--- config.mk ---
export PLATFORM = sky130hd
export DESIGN_NAME = remote_pairing_table_by_count_unit
export DESIGN_NICKNAME = d
export VERILOG_FILES = /design/src/sv/rptc_pkg.sv /design/src/sv/rptc_table.sv /design/src/sv/rptc_seq.sv /design/src/sv/remote_pairing_table_by_count_unit.sv
export SDC_FILE = /design/constraint.sdc
export NUM_CORES = 1
export LEC_CHECK = 0
export BUFFER_PORTS_ARGS = -buffer_cell sky130_fd_sc_hd__clkbuf_2
export CELL_PAD_IN_SITES_DETAIL_PLACEMENT = 1
export CELL_PAD_IN_SITES_GLOBAL_PLACEMENT = 1
export CORE_UTILIZATION = 46
export CTS_BUF_LIST = sky130_fd_sc_hd__clkbuf_8
export CTS_CLUSTER_SIZE = 28
export DETAILED_ROUTE_END_ITERATION = 10
export PLACE_DENSITY = 0.79
export SYNTH_ARGS = -nofsm -noshare
export SYNTH_HDL_FRONTEND = slang
export SYNTH_HIERARCHICAL = 1
export SYNTH_SLANG_ARGS = --single-unit
--- constraint.sdc ---
create_clock -name clk -period 3.9 [get_ports clk]
set_input_delay 0 -clock clk [delete_from_list [all_inputs] [get_ports clk]]
set_output_delay 0 -clock clk [all_outputs]
set_load 0.02 [all_outputs]
--- src/sv/rptc_pkg.sv ---
`default_nettype none
package rptc_pkg;

	localparam int SLOTS_DEF        = 8;
	localparam int ADDRESS_BITS_DEF = 16;
	localparam int AGE_BITS_DEF     = 8;

	localparam logic [7:0] KEY_BIG   = 8'h01;
	localparam logic [7:0] KEY_SMALL = 8'h03;

	typedef enum logic {
		FUNC_LEARN = 1'b0,
		FUNC_CHECK = 1'b1
	} rptc_func_t;

	typedef enum logic [1:0] {
		KIND_NONE  = 2'd0,
		KIND_BIG   = 2'd1,
		KIND_SMALL = 2'd2
	} rptc_kind_t;

	typedef enum logic [2:0] {
		STAT_IGNORED  = 3'd0,
		STAT_UNPAIRED = 3'd1,
		STAT_REFRESH  = 3'd2,
		STAT_STORED   = 3'd3,
		STAT_REPLACED = 3'd4,
		STAT_MATCH    = 3'd5,
		STAT_NO_MATCH = 3'd6
	} rptc_status_t;

	typedef enum logic [2:0] {
		S_IDLE,
		S_SCAN,
		S_DRAIN,
		S_DECIDE,
		S_AGE,
		S_AGE_DRAIN,
		S_RESULT
	} rptc_state_t;

endpackage
`default_nettype wire

--- src/sv/rptc_table.sv ---
`default_nettype none
module rptc_table #(
	parameter int SLOTS        = rptc_pkg::SLOTS_DEF,
	parameter int ADDRESS_BITS = rptc_pkg::ADDRESS_BITS_DEF,
	parameter int AGE_BITS     = rptc_pkg::AGE_BITS_DEF,
	parameter int IDX_W        = (SLOTS > 1) ? $clog2(SLOTS) : 1
) (
	input  wire logic                    clk,
	input  wire logic                    arst_n,
	input  wire logic [IDX_W-1:0]        rd_idx,
	output logic                         rd_valid,
	output logic [ADDRESS_BITS-1:0]      rd_addr,
	output logic [AGE_BITS-1:0]          rd_age,
	output logic [1:0]                   rd_kind,
	input  wire logic                    wr_en,
	input  wire logic [IDX_W-1:0]        wr_idx,
	input  wire logic [ADDRESS_BITS-1:0] wr_addr,
	input  wire logic [AGE_BITS-1:0]     wr_age,
	input  wire logic [1:0]              wr_kind
);
	import rptc_pkg::*;

	logic [ADDRESS_BITS-1:0] addr_mem [SLOTS];
	logic [AGE_BITS-1:0]     age_mem  [SLOTS];
	logic [1:0]              kind_mem [SLOTS];
	logic [SLOTS-1:0]        valid_q;

	logic [ADDRESS_BITS-1:0] rd_addr_q;
	logic [AGE_BITS-1:0]     rd_age_q;
	logic [1:0]              rd_kind_q;
	logic                    rd_valid_q;

	// A slot only counts as occupied once a non-zero address has been written to it.
	always_ff @(posedge clk or negedge arst_n) begin
		if (!arst_n) begin
			valid_q    <= '0;
			rd_valid_q <= 1'b0;
		end else begin
			if (wr_en) begin
				valid_q[wr_idx] <= (wr_addr != '0);
			end
			rd_valid_q <= valid_q[rd_idx];
		end
	end

	always_ff @(posedge clk) begin
		if (wr_en) begin
			addr_mem[wr_idx] <= wr_addr;
			age_mem[wr_idx]  <= wr_age;
			kind_mem[wr_idx] <= wr_kind;
		end
	end

	always_ff @(posedge clk) begin
		rd_addr_q <= addr_mem[rd_idx];
		rd_age_q  <= age_mem[rd_idx];
		rd_kind_q <= kind_mem[rd_idx];
	end

	assign rd_valid = rd_valid_q;
	assign rd_addr  = rd_valid_q ? rd_addr_q : '0;
	assign rd_age   = rd_valid_q ? rd_age_q : '0;
	assign rd_kind  = rd_valid_q ? rd_kind_q : KIND_NONE;

endmodule
`default_nettype wire

--- src/sv/rptc_seq.sv ---
`default_nettype none
module rptc_seq #(
	parameter int SLOTS        = rptc_pkg::SLOTS_DEF,
	parameter int ADDRESS_BITS = rptc_pkg::ADDRESS_BITS_DEF,
	parameter int AGE_BITS     = rptc_pkg::AGE_BITS_DEF,
	parameter int IDX_W        = (SLOTS > 1) ? $clog2(SLOTS) : 1
) (
	input  wire logic                    clk,
	input  wire logic                    arst_n,
	input  wire logic                    start,
	input  wire logic                    func,
	input  wire logic [ADDRESS_BITS-1:0] remote_address,
	input  wire logic [7:0]              key_code,
	input  wire logic                    unpair_enable,
	output logic                         busy,
	output logic                         done,
	output logic [2:0]                   status,
	output logic [2:0]                   slot_index,
	output logic [1:0]                   remote_kind,
	output logic [IDX_W-1:0]             rd_idx,
	input  wire logic                    rd_valid,
	input  wire logic [ADDRESS_BITS-1:0] rd_addr,
	input  wire logic [AGE_BITS-1:0]     rd_age,
	input  wire logic [1:0]              rd_kind,
	output logic                         wr_en,
	output logic [IDX_W-1:0]             wr_idx,
	output logic [ADDRESS_BITS-1:0]      wr_addr,
	output logic [AGE_BITS-1:0]          wr_age,
	output logic [1:0]                   wr_kind
);
	import rptc_pkg::*;

	localparam logic [IDX_W-1:0]    LAST_IDX = IDX_W'(SLOTS - 1);
	localparam logic [AGE_BITS-1:0] AGE_MAX  = {AGE_BITS{1'b1}};

	rptc_state_t state_q, state_d;

	rptc_func_t              func_q;
	logic [ADDRESS_BITS-1:0] addr_q;
	rptc_kind_t              kind_q;
	logic [IDX_W-1:0]        idx_q;
	logic                    scan_v_s1;
	logic                    age_v_s1;
	logic [IDX_W-1:0]        idx_s1;

	logic                    match_found_q;
	logic [IDX_W-1:0]        match_idx_q;
	logic [1:0]              match_kind_q;
	logic                    free_found_q;
	logic [IDX_W-1:0]        free_idx_q;
	logic [AGE_BITS-1:0]     best_age_q;
	logic [IDX_W-1:0]        best_idx_q;
	logic [IDX_W-1:0]        target_q;

	rptc_status_t            status_q;
	logic [2:0]              res_idx_q;
	logic [1:0]              res_kind_q;

	logic                    accept;
	rptc_kind_t              in_kind;
	logic                    in_early;
	rptc_status_t            early_status;

	rptc_status_t            dec_status;
	logic [IDX_W-1:0]        dec_idx;
	logic [1:0]              dec_kind;
	logic [ADDRESS_BITS-1:0] dec_addr;
	logic                    dec_age_pass;

	logic                    age_hit;

	assign accept = (state_q == S_IDLE) && start;

	always_comb begin
		if (key_code == KEY_BIG) begin
			in_kind = KIND_BIG;
		end else if (key_code == KEY_SMALL) begin
			in_kind = KIND_SMALL;
		end else begin
			in_kind = KIND_NONE;
		end
	end

	// Ignored learns and checks of the empty address need no walk over the table.
	always_comb begin
		if (rptc_func_t'(func) == FUNC_CHECK) begin
			in_early     = (remote_address == '0);
			early_status = STAT_NO_MATCH;
		end else begin
			in_early     = (in_kind == KIND_NONE) || (remote_address == '0);
			early_status = STAT_IGNORED;
		end
	end

	always_comb begin
		dec_age_pass = 1'b1;
		dec_addr     = addr_q;
		if (func_q == FUNC_CHECK) begin
			dec_age_pass = 1'b0;
			if (match_found_q) begin
				dec_status = STAT_MATCH;
				dec_idx    = match_idx_q;
				dec_kind   = match_kind_q;
			end else begin
				dec_status = STAT_NO_MATCH;
				dec_idx    = '0;
				dec_kind   = KIND_NONE;
			end
		end else if (match_found_q) begin
			dec_idx = match_idx_q;
			if (unpair_enable) begin
				dec_status   = STAT_UNPAIRED;
				dec_kind     = KIND_NONE;
				dec_addr     = '0;
				dec_age_pass = 1'b0;
			end else begin
				dec_status = STAT_REFRESH;
				dec_kind   = kind_q;
			end
		end else if (free_found_q) begin
			dec_status = STAT_STORED;
			dec_idx    = free_idx_q;
			dec_kind   = kind_q;
		end else begin
			dec_status = STAT_REPLACED;
			dec_idx    = best_idx_q;
			dec_kind   = kind_q;
		end
	end

	assign age_hit = age_v_s1 && rd_valid && (idx_s1 != target_q) && (rd_age != AGE_MAX);

	always_comb begin
		state_d = state_q;
		unique case (state_q)
			S_IDLE: begin
				if (start) begin
					state_d = in_early ? S_RESULT : S_SCAN;
				end
			end
			S_SCAN: begin
				if (idx_q == LAST_IDX) begin
					state_d = S_DRAIN;
				end
			end
			S_DRAIN:  state_d = S_DECIDE;
			S_DECIDE: state_d = dec_age_pass ? S_AGE : S_RESULT;
			S_AGE: begin
				if (idx_q == LAST_IDX) begin
					state_d = S_AGE_DRAIN;
				end
			end
			S_AGE_DRAIN: state_d = S_RESULT;
			S_RESULT:    state_d = S_IDLE;
			default:     state_d = S_IDLE;
		endcase
	end

	always_comb begin
		busy    = (state_q != S_IDLE);
		done    = (state_q == S_RESULT);
		rd_idx  = idx_q;
		wr_en   = 1'b0;
		wr_idx  = idx_s1;
		wr_addr = rd_addr;
		wr_age  = rd_age + AGE_BITS'(1);
		wr_kind = rd_kind;
		unique case (state_q)
			S_DECIDE: begin
				wr_en   = (func_q == FUNC_LEARN);
				wr_idx  = dec_idx;
				wr_addr = dec_addr;
				wr_age  = '0;
				wr_kind = dec_kind;
			end
			S_AGE, S_AGE_DRAIN: begin
				wr_en = age_hit;
			end
			default: begin
				wr_en = 1'b0;
			end
		endcase
	end

	always_ff @(posedge clk or negedge arst_n) begin
		if (!arst_n) begin
			state_q   <= S_IDLE;
			idx_q     <= '0;
			scan_v_s1 <= 1'b0;
			age_v_s1  <= 1'b0;
		end else begin
			state_q   <= state_d;
			scan_v_s1 <= (state_q == S_SCAN);
			age_v_s1  <= (state_q == S_AGE);
			if (state_q == S_SCAN || state_q == S_AGE) begin
				idx_q <= (idx_q == LAST_IDX) ? '0 : idx_q + IDX_W'(1);
			end
		end
	end

	always_ff @(posedge clk) begin
		idx_s1 <= idx_q;
		if (accept) begin
			func_q        <= rptc_func_t'(func);
			addr_q        <= remote_address;
			kind_q        <= in_kind;
			match_found_q <= 1'b0;
			match_idx_q   <= '0;
			match_kind_q  <= KIND_NONE;
			free_found_q  <= 1'b0;
			free_idx_q    <= '0;
			best_age_q    <= '0;
			best_idx_q    <= '0;
			status_q      <= early_status;
			res_idx_q     <= '0;
			res_kind_q    <= KIND_NONE;
		end
		if (scan_v_s1) begin
			if (!match_found_q && rd_valid && rd_addr == addr_q) begin
				match_found_q <= 1'b1;
				match_idx_q   <= idx_s1;
				match_kind_q  <= rd_kind;
			end
			if (!free_found_q && !rd_valid) begin
				free_found_q <= 1'b1;
				free_idx_q   <= idx_s1;
			end
			if (rd_age > best_age_q) begin
				best_age_q <= rd_age;
				best_idx_q <= idx_s1;
			end
		end
		if (state_q == S_DECIDE) begin
			target_q   <= dec_idx;
			status_q   <= dec_status;
			res_idx_q  <= 3'(dec_idx);
			res_kind_q <= dec_kind;
		end
	end

	assign status      = status_q;
	assign slot_index  = res_idx_q;
	assign remote_kind = res_kind_q;

endmodule
`default_nettype wire

--- src/sv/remote_pairing_table_by_count_unit.sv ---
// A learn that stores, refreshes or replaces walks the table twice before its done strobe,
// once to search and once to age; a check or an unpair walks it only once, and an ignored key
// or the empty address goes straight to the result. A new word is taken only once the
// previous one has given its done strobe and the unit is idle again.
// The results cannot be stalled. Reset clears the sequencer, the register and the slot valid
// bits at once, so the table reads empty with no clearing pass.
`default_nettype none
module remote_pairing_table_by_count_unit #(
	parameter int SLOTS        = rptc_pkg::SLOTS_DEF,
	parameter int ADDRESS_BITS = rptc_pkg::ADDRESS_BITS_DEF,
	parameter int AGE_BITS     = rptc_pkg::AGE_BITS_DEF
) (
	input  wire logic                    clk,
	input  wire logic                    arst_n,
	input  wire logic                    start,
	output logic                         busy,
	input  wire logic                    func,
	input  wire logic [ADDRESS_BITS-1:0] remote_address,
	input  wire logic [7:0]              key_code,
	output logic                         done,
	output logic [2:0]                   status,
	output logic [2:0]                   slot_index,
	output logic [1:0]                   remote_kind,
	input  wire logic                    cfg_write,
	input  wire logic                    cfg_data
);
	import rptc_pkg::*;

	localparam int IDX_W = (SLOTS > 1) ? $clog2(SLOTS) : 1;

	logic                    unpair_enable_q;
	logic [IDX_W-1:0]        rd_idx;
	logic                    rd_valid;
	logic [ADDRESS_BITS-1:0] rd_addr;
	logic [AGE_BITS-1:0]     rd_age;
	logic [1:0]              rd_kind;
	logic                    wr_en;
	logic [IDX_W-1:0]        wr_idx;
	logic [ADDRESS_BITS-1:0] wr_addr;
	logic [AGE_BITS-1:0]     wr_age;
	logic [1:0]              wr_kind;

	always_ff @(posedge clk or negedge arst_n) begin
		if (!arst_n) begin
			unpair_enable_q <= 1'b0;
		end else if (cfg_write) begin
			unpair_enable_q <= cfg_data;
		end
	end

	rptc_seq #(
		.SLOTS        (SLOTS),
		.ADDRESS_BITS (ADDRESS_BITS),
		.AGE_BITS     (AGE_BITS),
		.IDX_W        (IDX_W)
	) u_seq (
		.clk            (clk),
		.arst_n         (arst_n),
		.start          (start),
		.func           (func),
		.remote_address (remote_address),
		.key_code       (key_code),
		.unpair_enable  (unpair_enable_q),
		.busy           (busy),
		.done           (done),
		.status         (status),
		.slot_index     (slot_index),
		.remote_kind    (remote_kind),
		.rd_idx         (rd_idx),
		.rd_valid       (rd_valid),
		.rd_addr        (rd_addr),
		.rd_age         (rd_age),
		.rd_kind        (rd_kind),
		.wr_en          (wr_en),
		.wr_idx         (wr_idx),
		.wr_addr        (wr_addr),
		.wr_age         (wr_age),
		.wr_kind        (wr_kind)
	);

	rptc_table #(
		.SLOTS        (SLOTS),
		.ADDRESS_BITS (ADDRESS_BITS),
		.AGE_BITS     (AGE_BITS),
		.IDX_W        (IDX_W)
	) u_table (
		.clk      (clk),
		.arst_n   (arst_n),
		.rd_idx   (rd_idx),
		.rd_valid (rd_valid),
		.rd_addr  (rd_addr),
		.rd_age   (rd_age),
		.rd_kind  (rd_kind),
		.wr_en    (wr_en),
		.wr_idx   (wr_idx),
		.wr_addr  (wr_addr),
		.wr_age   (wr_age),
		.wr_kind  (wr_kind)
	);

endmodule
`default_nettype wire

==> results.md <==
- Status: finished clean
- Starting Density: 0.472
- Mapped Area: 12,400 um^2
- Synth Warn #: 6
- Slew headroom: 0.360
- Max Clock Freq: 297 MHz
- Reg area: 8600 um^2
- Placement Cell Area: 13,100 um^2
- Congestion Overflow GR: 0
- Max Root-Sink Buffers: 3
- Post-route setup TNS: 0 ps
- Required @ worst endpoint: 4350 ps
- Clock-pin transition on the worst setup and hold timing paths: 70 ps
- Fin area: 14,500 um^2
- Post-synth EDFFs: 238
- CP top delay family: simple AND/OR/NAND/NOR gates
- Post-route worst setup slack: 538 ps
- Vias per Instance: 5.75
- # nets final: 845
- Initial antenna violation count: 1
- Net count after synthesis: 734
- Crit. path cell count: 6
- Bufs and invs on worst path: 1
- Crit-path slowest cell: nor4_1
- Rows: 59
- Area grow syn2layout: 17.6%
- First-pass GRT wire length: 45,100 um
- DRT Pass-1 Iters: 5
- Die W: 166 um
- Largest net degree at the start of global routing: 40
- Unique masters post-synth: 50
- Commonest cells in the netlist: 238 x edfxtp_1, 54 x mux4_1, 50 x dfxtp_1
- Arrival @ worst endpoint: 3810 ps
- XOR/XNOR share of the synthesized area: 0.0170
- Crit end category: flop
- Routed Antenna Nets: 0
- Routed via count: 6,790
- Maxcap violations: 0
- Mapped Cells: 693
- Worst slew pin tran: 961 ps
- Core area: 26,200 um^2
- Top_reg_cell synth: edfxtp_1
- Number of global-route vias before repair: 7,542
- Critical Path, Cell by Cell: nand3b_1, buf_4, a22o_1, nor4_1, nand4_1, mux2_2
- Final period utilization: 0.862
- Met2 Use GR: 0.385
- Post-Synth Adder-Cell Area: 0.0111
- Synth Area in Compound Gates: 0.0335
- Multiplexer share of the synthesized area: 0.166
- Largest family of logic cells by synthesized area: multiplexers
- TritonCTS clock tree: done
- Pins Over Slew Limit: 0
- Skew final: 29.0 ps
- Skew-Pair Late Insertion Delay: 580 ps
- Global-route usage over all layers: 0.221
- Leakage: 5.40 nW
- Top cells by area, synth: edfxtp_1 58%, mux4_1 11%, dfxtp_1 8.1%, mux2_2 3.8%, dfrtp_1 3.6%
- Filler cell count: 2,351
- DPL Wire Length: 18,000 um
- Ys async rst share: 0.0588
- Postcts setup bufs: 0
- Critical path launch point type: flop
- CP peak stage delay: 640 ps
- Die footprint: 27,500 um^2
- CTS buffer count: 49
- Worst reg2reg path depth: 6
- GP Congestion: 0.757
- Placed insts: 1,063
- Final core occ: 0.554
- CTS Sinks: 306
- Cell taking the most area after synthesis: edfxtp_1
- Clock root buffer: clkbuf_8
- Seq/Total Area, Yosys: 0.696
- # H-tree levels: 2
- IO Count: 40
- Min-Delay Path Depth: 4
- Initial DRC count: 435
- Unrepaired setup endpoints after global routing: no
- Port bufs: 39
- VDD IR max: 0.393 mV
- DRC: 0
- Power Density: 718 nW/um^2
- Number of hold violations in the final report: 0
- Setup violations, final: 0
- Top Usage Layer GRT: met2
- Routing usage on met3: 0.0379
- Post-DR wirelength/cell: 25.3 um
- Post-synthesis average cell area: 17.8 um^2
- Post-synth top area share: 0.578
- Simple-gate area share of the yosys netlist: 0.0569
- Die height: 166 um
- Final period demand of the worst path: 3360 ps
- CP max FO: 18
- HP Class: in2reg
- Final Non-Filler Cells: 1,181
- Seq cells post-synth: 306
- Share of cells above drive strength 1: 0.239
- Area occupied by multi-input gates: 3560 um^2
- Cell with the most instances after synthesis: edfxtp_1
- Crit Path Category: reg2reg
- Final WL: 29,900 um
- Place WS: 747 ps
- Met1 GRT Util: 0.262
-- per-layer routing --
metal	vias to the layer above	wire length [um]
met3	88	1230
li1	2984	-
met1	3506	12100
met4	0	1310
met2	212	15300
met5	-	0
-- report_power, final --
part | internal (mW) | switching (mW)
clock | 2.02 | 1.31
sequential | 4.16 | 0.503
combinational | 1.17 | 1.27
-- logic make-up (layout without fill, tap and decap cells) --
family,count (synthesis),in the layout
AOI/OAI and AO/OA,59,59
adders and majority gates,11,11
other,0,1
muxes,112,112
xor gates and xnor gates,24,24
DFF,306,306
and+or+nand+nor,132,132
buffers and inverters,49,201
-- cell type report --
type | count | share of cell area
diodes | 1 | 0.000172
flip-flops and latches | 306 | 0.592
inverters | 20 | 0.00517
repair buffers | 89 | 0.0453
clock buffers | 61 | 0.0578
clock inverters | 31 | 0.0257
multi-input cells | 338 | 0.245
well taps | 335 | 0.0288
-- layout by cell type (no fill, tap or decap), drive strengths merged, types with 24 or more instances in the layout --
master / count
edfxtp: 238
clkbuf: 100
mux4: 54
dfxtp: 50
mux2: 43
nand2: 31
and2: 31
inv: 31
dlygate4sd3: 25
buf: 25
nor2: 24
-- state kept, by name, summed over array words and instances (netlist names), 8 cells and up --
register / flops
u_table/age_mem: 64
u_table/rd_addr_q: 16
u_seq/addr_q: 16
u_table/valid_q: 8
u_table/rd_age_q: 8
u_table/kind_mem: 16
u_seq/best_age_q: 8
u_table/addr_mem: 128
-- worst paths after layout --
check | from | endpoint | slack (ps)
max in group asynchronous | arst_n | u_seq/rd_idx[2] | 2630
setup reg to reg | u_seq/state_q[2] | u_table/valid_q[7] | 540
hold / removal | key_code[6] | u_seq/kind_q[1] | 60
min in group asynchronous | arst_n | u_seq/scan_v_s1 | 650
hold reg to reg | u_seq/best_age_q[6] | u_seq/best_age_q[6] | 470
setup / recovery | u_seq/state_q[2] | u_table/valid_q[7] | 540
-- worst min-delay path, cell delays in order --
cell and delay, ps:
clkbuf_2 80, nor4_1 60, and3_1 180, and2_1 150
-- what timing repair did --
action | 4_1_cts | 5_1_grt
hold endpoints to repair | 57 | 0
resized for setup | 0 | 0
setup endpoints to repair | 0 | 0
hold buffers | 25 | 0
-- per-stage QoR --
step | power, mW | hold WS, ps
3_3_place_gp | 6.92 | -20.2
2_1_floorplan | 6.34 | -296
6_report | 10.4 | 63.8
3_5_place_dp | 7.09 | -14.4
5_1_grt | 10.8 | 53.1
4_1_cts | 10.5 | 38.9
Power figures use the tool's default switching activity.
